[src/hw/rtl/sicxe_pkg.sv]
// Shared types and constants for the SIC/XE instruction executor.
// Depends on nothing; the datapath, controller, top level and checker import it.
package sicxe_pkg;

    localparam int MEM_ADDR_BITS = 16;
    localparam int WORD_BITS     = 24;
    localparam int MEM_DEPTH     = 1 << MEM_ADDR_BITS;
    localparam int CFG_BITS      = 20;

    localparam logic [1:0] KIND_WRITE = 2'd0;
    localparam logic [1:0] KIND_READ  = 2'd1;
    localparam logic [1:0] KIND_STEP  = 2'd2;

    localparam logic CFG_START = 1'b0;
    localparam logic CFG_END   = 1'b1;

    typedef enum logic [1:0] {
        ASEL_ITEM = 2'd0,
        ASEL_PC   = 2'd1,
        ASEL_TA   = 2'd2
    } addr_sel_t;

    typedef struct packed {
        logic [1:0]  opcode;
        logic [15:0] mem_address;
        logic [7:0]  write_byte;
    } in_item_t;

    typedef struct packed {
        logic [WORD_BITS-1:0] reg_a;
        logic [WORD_BITS-1:0] reg_x;
        logic [WORD_BITS-1:0] reg_l;
        logic [WORD_BITS-1:0] reg_b;
        logic [WORD_BITS-1:0] reg_s;
        logic [WORD_BITS-1:0] reg_t;
        logic [WORD_BITS-1:0] program_counter;
        logic [1:0]           condition_code;
        logic                 program_ended;
        logic [7:0]           read_byte;
    } out_item_t;

    typedef struct packed {
        logic       mem_we;
        addr_sel_t  asel;
        logic [1:0] off;
        logic       ld_item;
        logic       cap_rbyte;
        logic       cap_byte;
        logic [1:0] cap_idx;
        logic       ld_npc;
        logic       ld_adr1;
        logic       ld_adr2;
        logic       shift_word;
        logic       ta_from_word;
        logic       do_exec;
        logic       do_end;
        logic       ld_out;
    } dp_cmd_t;

    typedef struct packed {
        logic [1:0] kind;
        logic       fmt2;
        logic       ext;
        logic       ind;
        logic       need_word;
        logic       store3;
        logic       store1;
    } dp_status_t;

endpackage

[src/hw/rtl/sicxe_ctrl.sv]
// Controller state machine: sequences fetch, address forming, memory beats and execute.
// Depends on sicxe_pkg.
module sicxe_ctrl (
    input  logic                   clk,
    input  logic                   rst_n,
    input  logic                   in_valid,
    output logic                   in_stall,
    output logic                   out_valid,
    input  logic                   out_stall,
    input  sicxe_pkg::dp_status_t  status,
    output sicxe_pkg::dp_cmd_t     cmd
);
    import sicxe_pkg::*;

    typedef enum logic [20:0] {
        ST_IDLE = 21'h000001,
        ST_DISP = 21'h000002,
        ST_RDB  = 21'h000004,
        ST_F0   = 21'h000008,
        ST_F1   = 21'h000010,
        ST_F2   = 21'h000020,
        ST_F3   = 21'h000040,
        ST_F4   = 21'h000080,
        ST_ADR1 = 21'h000100,
        ST_ADR2 = 21'h000200,
        ST_OPND = 21'h000400,
        ST_R0   = 21'h000800,
        ST_R1   = 21'h001000,
        ST_R2   = 21'h002000,
        ST_R3   = 21'h004000,
        ST_ST0  = 21'h008000,
        ST_ST1  = 21'h010000,
        ST_ST2  = 21'h020000,
        ST_EXEC = 21'h040000,
        ST_ENDC = 21'h080000,
        ST_OUT  = 21'h100000
    } state_t;

    state_t state_reg, state_next;
    logic   ind_reg, ind_next;
    logic   out_valid_reg, out_valid_next;
    logic   slot_free;
    logic   ta_load_reg, ta_load_next;

    assign slot_free = !out_valid_reg || !out_stall;
    assign in_stall  = (state_reg != ST_IDLE);
    assign out_valid = out_valid_reg;

    always_comb
    begin
        state_next     = state_reg;
        ind_next       = ind_reg;
        out_valid_next = out_valid_reg && out_stall;
        cmd            = '0;
        cmd.asel       = ASEL_ITEM;
        unique case (state_reg)
            ST_IDLE:
            begin
                if (in_valid)
                begin
                    cmd.ld_item = 1'b1;
                    state_next  = ST_DISP;
                end
            end
            ST_DISP:
            begin
                case (status.kind)
                    KIND_WRITE:
                    begin
                        cmd.mem_we = 1'b1;
                        state_next = ST_OUT;
                    end
                    KIND_READ: state_next = ST_RDB;
                    KIND_STEP:
                    begin
                        cmd.asel   = ASEL_PC;
                        state_next = ST_F1;
                    end
                    default:   state_next = ST_OUT;
                endcase
            end
            ST_RDB:
            begin
                cmd.cap_rbyte = 1'b1;
                state_next    = ST_OUT;
            end
            ST_F0:
            begin
                cmd.asel   = ASEL_PC;
                state_next = ST_F1;
            end
            ST_F1:
            begin
                cmd.cap_byte = 1'b1;
                cmd.cap_idx  = 2'd0;
                cmd.asel     = ASEL_PC;
                cmd.off      = 2'd1;
                state_next   = ST_F2;
            end
            ST_F2:
            begin
                cmd.cap_byte = 1'b1;
                cmd.cap_idx  = 2'd1;
                cmd.asel     = ASEL_PC;
                cmd.off      = 2'd2;
                state_next   = status.fmt2 ? ST_ADR1 : ST_F3;
            end
            ST_F3:
            begin
                cmd.cap_byte = 1'b1;
                cmd.cap_idx  = 2'd2;
                cmd.ld_npc   = 1'b1;
                cmd.asel     = ASEL_PC;
                cmd.off      = 2'd3;
                state_next   = status.ext ? ST_F4 : ST_ADR1;
            end
            ST_F4:
            begin
                cmd.cap_byte = 1'b1;
                cmd.cap_idx  = 2'd3;
                state_next   = ST_ADR1;
            end
            ST_ADR1:
            begin
                cmd.ld_adr1 = 1'b1;
                state_next  = status.fmt2 ? ST_EXEC : ST_ADR2;
            end
            ST_ADR2:
            begin
                cmd.ld_adr2 = 1'b1;
                if (status.ind)
                begin
                    ind_next   = 1'b1;
                    state_next = ST_R0;
                end
                else
                begin
                    state_next = ST_OPND;
                end
            end
            ST_OPND:
            begin
                // After an indirect fetch the word just read becomes the target.
                cmd.ta_from_word = ta_load_reg;
                if (status.need_word)
                begin
                    state_next = ST_R0;
                end
                else if (status.store3 || status.store1)
                begin
                    state_next = ST_ST0;
                end
                else
                begin
                    state_next = ST_EXEC;
                end
            end
            ST_R0:
            begin
                cmd.asel   = ASEL_TA;
                state_next = ST_R1;
            end
            ST_R1:
            begin
                cmd.shift_word = 1'b1;
                cmd.asel       = ASEL_TA;
                cmd.off        = 2'd1;
                state_next     = ST_R2;
            end
            ST_R2:
            begin
                cmd.shift_word = 1'b1;
                cmd.asel       = ASEL_TA;
                cmd.off        = 2'd2;
                state_next     = ST_R3;
            end
            ST_R3:
            begin
                cmd.shift_word = 1'b1;
                state_next     = ind_reg ? ST_OPND : ST_EXEC;
                // The indirect word becomes the target; OPND then picks the operand access.
                if (ind_reg)
                begin
                    ind_next = 1'b0;
                end
            end
            ST_ST0:
            begin
                cmd.mem_we = 1'b1;
                cmd.asel   = ASEL_TA;
                state_next = status.store1 ? ST_EXEC : ST_ST1;
            end
            ST_ST1:
            begin
                cmd.mem_we = 1'b1;
                cmd.asel   = ASEL_TA;
                cmd.off    = 2'd1;
                state_next = ST_ST2;
            end
            ST_ST2:
            begin
                cmd.mem_we = 1'b1;
                cmd.asel   = ASEL_TA;
                cmd.off    = 2'd2;
                state_next = ST_EXEC;
            end
            ST_EXEC:
            begin
                cmd.do_exec = 1'b1;
                state_next  = ST_ENDC;
            end
            ST_ENDC:
            begin
                cmd.do_end = 1'b1;
                state_next = ST_OUT;
            end
            ST_OUT:
            begin
                if (slot_free)
                begin
                    cmd.ld_out     = 1'b1;
                    out_valid_next = 1'b1;
                    state_next     = ST_IDLE;
                end
            end
            default: state_next = ST_IDLE;
        endcase
    end

    // The last word shift of an indirect read is registered in R3, so the
    // target load is issued in OPND via a registered flag.
    assign ta_load_next = (state_reg == ST_R3) && ind_reg;

    always_ff @(posedge clk or negedge rst_n)
    begin
        if (!rst_n)
        begin
            state_reg     <= ST_IDLE;
            ind_reg       <= 1'b0;
            out_valid_reg <= 1'b0;
            ta_load_reg   <= 1'b0;
        end
        else
        begin
            state_reg     <= state_next;
            ind_reg       <= ind_next;
            out_valid_reg <= out_valid_next;
            ta_load_reg   <= ta_load_next;
        end
    end
endmodule

[config.mk]
export PLATFORM = sky130hd
export DESIGN_NAME = sicxe_ctrl
export DESIGN_NICKNAME = d
export VERILOG_FILES = /design/src/hw/rtl/sicxe_pkg.sv /design/src/hw/rtl/sicxe_ctrl.sv
export SDC_FILE = /design/constraint.sdc
export NUM_CORES = 1
export LEC_CHECK = 0
export ABC_AREA = 1
export BUFFER_PORTS_ARGS = -buffer_cell sky130_fd_sc_hd__buf_2
export CAP_MARGIN = 20
export CORE_MARGIN = 4
export CORE_UTILIZATION = 57
export CTS_CLUSTER_DIAMETER = 40
export DETAILED_ROUTE_END_ITERATION = 7
export HOLD_SLACK_MARGIN = 0.15
export PLACE_DENSITY = 0.93
export SETUP_SLACK_MARGIN = 0.02
export SYNTH_ARGS = -nofsm -noshare
export SYNTH_HDL_FRONTEND = slang
export SYNTH_SLANG_ARGS = --single-unit
[constraint.sdc]
create_clock -name clk -period 2.54 [get_ports clk]
set_input_delay 0.381 -clock clk [delete_from_list [all_inputs] [get_ports clk]]
set_output_delay 0.381 -clock clk [all_outputs]
set_load 0.02 [all_outputs]
# Word level (Yosys, flattened, before mapping)
# Cells that the tools add are included.
# word_totals
regBits,24
out_inout_bits,20
# classes
n_eq_ne,27
muxes,34
reduce_logical,17
# op_table
op,n
$pmux W21 S20,1
$mux W19,4
$mux W21,3
$pmux W21 S2,1
$eq A21 B1 Y1 const B,1
$eq A21 B10 Y1 const B,1
$eq A21 B11 Y1 const B,1
$eq A21 B12 Y1 const B,1
$eq A21 B13 Y1 const B,1
$eq A21 B14 Y1 const B,1
$eq A21 B15 Y1 const B,1
$eq A21 B16 Y1 const B,1
$eq A21 B17 Y1 const B,1
$eq A21 B18 Y1 const B,1
$eq A21 B19 Y1 const B,1
$eq A21 B2 Y1 const B,1
$eq A21 B20 Y1 const B,1
$eq A21 B21 Y1 const B,1
$eq A21 B3 Y1 const B,1
$eq A21 B4 Y1 const B,1
$eq A21 B5 Y1 const B,1
$eq A21 B6 Y1 const B,1
$eq A21 B7 Y1 const B,1
$eq A21 B8 Y1 const B,1
other kinds (21),49

# Longest topological paths before layout
# logic_depth
depth_word,4
depth_mapped,10

# Least setup slack after synthesis
# Ideal clock, no wire load.
# synth_path
path_type,register to output
startpoint,reg state_reg[19]
endpoint,out cmd[12] (netlist name)
arrival_time_ns,1.460
required_ns,2.159
setup_slack_ns,0.699
path_stages_with_launch,6
n_path_buf,0
path_cell_list,dfrtp_1 > nor2_2 > nand2_2 > nor2_4 > nand3_1 > nor2_1
# synth_rtl
element,line,source
"start, declared",sicxe_ctrl.sv:39,"state_t state_reg, state_next;"
"start signal, assigned",sicxe_ctrl.sv:245,state_reg <= state_next;
"end, declared",sicxe_ctrl.sv:11,output sicxe_pkg::dp_cmd_t cmd

==> summary.txt <==
Outcome
  • Run status: finished clean

Power and ir drop
  • Switching share of power: 0.3977
  • Static Leakage: 1.114 nW
  • Clk pwr share: 0.180
  • Tot Pwr: 0.0009512 W
  • Worst vdd ir: 0.4298 mV
  • Register share of total power: 0.434
  • Psw: 0.0003783 W
  • Power Dens Cells: 570.3 nW/µm²
  • Pint: 0.0005729 W
  • Gate power share: 0.386

Die
  • Total die area: 3397 µm²
  • Initial core utilization: 0.6217
  • Die height: 58.29 µm
  • Rows: 17
  • Core Region: 2318 µm²
  • Die span in x: 58.29 µm
  • I/O Pins: 32

Synthesis
  • Post-synth top area cell: dfrtp_1
  • Most frequent cells after synthesis: inv_1, nor2_1, nand2_1, dfrtp_1, nand3_1
  • Mapped Area: 1441 µm²
  • Distinct cells, synth: 22
  • Synth warnings: 0
  • Post-synthesis sequential area ratio: 0.4002
  • Synth async-reset ratio: 1.000
  • Synth area leaders: dfrtp_1, inv_1, nor2_1, nand2_1, nand3_1
  • Syn_nets: 216
  • Prevailing post-synth register cell: dfrtp_1
  • Syn avg cell area: 7.171 µm²
  • Synth Register Bits: 23
  • Post-synthesis cell count: 201
  • Yosys top cell area share: 0.3819
  • Post-synth EDFFs: 0
  • Top-count cell post-synth: inv_1

CTS
  • Root Driver: clkbuf_4
  • CTS buffer count: 3
  • Clock Tree Buf Depth: 2
  • CTS tree: built
  • Post-CTS sizing: 0
  • CTS H-Tree Depth: 1
  • Clock transition at path regs: 0.12 ns
  • Clk_lat worst skew: 0.32 ns
  • TritonCTS Sinks: 23

Worst setup path
  • Critical Path Source Type: flip-flop
  • Crit Reg-Reg Startpoint: state_reg[19]$_DFFE_PN0P_
  • Reg2reg end: state_reg[18]$_DFFE_PN0P_
  • CP Capture Type: output pin
  • Worst-path maximum fanout: 9
  • Reg2Reg Depth: 7
  • Setup Crit Path Kind: flip-flop to output pin
  • Critical Path RT: 2.16 ns
  • Reg2reg setup slack: 0.82 ns
  • Critical Path AT: 1.90 ns

Detailed routing
  • Final antenna-violating net count: 0
  • WL/cell: 12.55 µm
  • Routed vias/inst: 5.166
  • DRT Pass-1 Iters: 4
  • Vias: 1369
  • Final wirelength: 3327 µm
  • Initial DRC Count: 47
  • DRC viols: 0

STA
  • Slew HR: 0.6623
  • Final Hold Viols: 0
  • Max Clk Rate: 0.4384 GHz
  • PnR worst setup slack: 0.2588 ns
  • Final period utilization: 0.8981
  • Setup TNS: 0 ns
  • Final setup viols: 0
  • Worst Skew: 0.003308 ns
  • Slew @ Worst Pin: 0.5065 ns
  • Max Slew Vio Count: 0
  • Final min period: 2.281 ns
  • RSZ-0062 raised after global routing: no

Min path
  • Hold crit path type: input pin to flip-flop
  • Hold path depth: 2
  • Hold endpoint: state_reg[16]$_DFFE_PN0P_
  • HP Start: status[0]

Finish
  • Max FFs per register: 20
  • Area grow syn2layout: 15.71%
  • Fillers: 191
  • Ant diodes: 0
  • Layout cell share with drive strength beyond 1: 0.2532
  • Final net count: 253

Flow run
  • Max-Cap Viols: 0

Global routing
  • First-pass GRT wire length: 5540 µm
  • Largest net degree at the start of global routing: 24
  • Congestion Overflow GR: 0
  • Vias in the first global route: 1264
  • Tot GR Track Use: 0.2203
  • Initial antenna violation count: 0

Place
  • DP HPWL: 2707 µm
  • Port Buffers: 31
  • Routability Congestion: 0.8729
  • Setup WS pre-CTS: 0.6108 ns
-- power groups by stage --
stage	logic, W	registers, W	clock network [W]
after floorplan	0.000267	0.000421	0
after global placement	0.000353	0.000419	0
after detailed placement	0.000364	0.000419	0
after CTS	0.000367	0.000412	0.000172
after global routing	0.000420	0.000416	0.000185
final	0.000367	0.000413	0.000172
-- worst max-delay path, stage by stage (launching register included) --
cell	delay (ns)
dfrtp_1	0.42
nor2_2	0.17
nand2_2	0.11
nor2_4	0.22
nand2_2	0.11
nor2_2	0.16
nand2_1	0.13
nand3_1	0.10
buf_2	0.16
-- timing repair --
item	CTS	global route
setup buffers	0	0
hold buffers	1	0
endpoints found under the hold margin	22	0
-- worst max path at each step --
stage                               from      end  slack (ns)  cells after the start
3_5_place_dp   state_reg[19]$_DFFE_PN0P_  cmd[15]        0.61                      8
4_1_cts        state_reg[19]$_DFFE_PN0P_  cmd[15]        0.25                      8
3_3_place_gp   state_reg[17]$_DFFE_PN0P_  cmd[15]        0.65                      8
6_report       state_reg[19]$_DFFE_PN0P_  cmd[15]        0.26                      8
5_1_grt        state_reg[14]$_DFFE_PN0P_  cmd[15]        0.11                      8
2_1_floorplan  state_reg[19]$_DFFE_PN0P_  cmd[12]        0.70                      5
-- layout by cell type, fill, tap and decap left out --
master and instances:
inv_1 47, nor2_1 35, buf_2 31, nand2_1 28
dfrtp_1 22, nand3_1 19, nor2_2 8, nand2_2 8
nor3_1 6, nor2_4 5, nand4_1 5, nor3b_1 3
ha_1 3, clkbuf_4 3, nand3_2 2, o21ai_0 2
inv_2 1, o22ai_2 1, o31ai_1 1, o21ai_1 1
o22ai_1 1, a21oi_1 1, o221ai_1 1, clkbuf_1 1
dlygate4sd3_1 1, dfstp_2 1
-- cell type report --
cell class                      count  area [µm²]  share of cell area
Timing Repair Buffer               32       165.2             0.09902
Inverter                           48       180.2              0.1080
Sequential cell                    23       576.8              0.3458
Multi-Input combinational cell    130       684.4              0.4104
Clock buffer                        4       26.28             0.01575
Tap cell                           28       35.03             0.02101
-- stage by stage --
step             util  hold WS [ns]  cells  area (µm²)
3_5_place_dp   0.7037        0.3762    260        1632
6_report       0.7194        0.2384    265        1668
5_1_grt        0.7194        0.2405    265        1668
2_1_floorplan       -       0.08541    201        1441
3_3_place_gp   0.7037        0.3728    260        1632
4_1_cts        0.7194        0.2383    265        1668
-- kinds of logic after synthesis --
kind of cell,share of synthesized area
AOI/OAI and AO/OA,0.03819
and+or+nand+nor,0.4106
buffers and inverters,0.1250
DFF,0.4002
adders and majority gates,0.02604
-- routing by layer --
layer / part of all wire / GRT usage / wire length (µm)
met5: 0 / 0 / 0
met4: 0.021 / 0.1026 / 70
met3: 0.073 / 0.03786 / 242
met2: 0.50 / 0.3668 / 1671
met1: 0.40 / 0.2757 / 1343
Note: power is estimated with default switching activity, not from simulation.
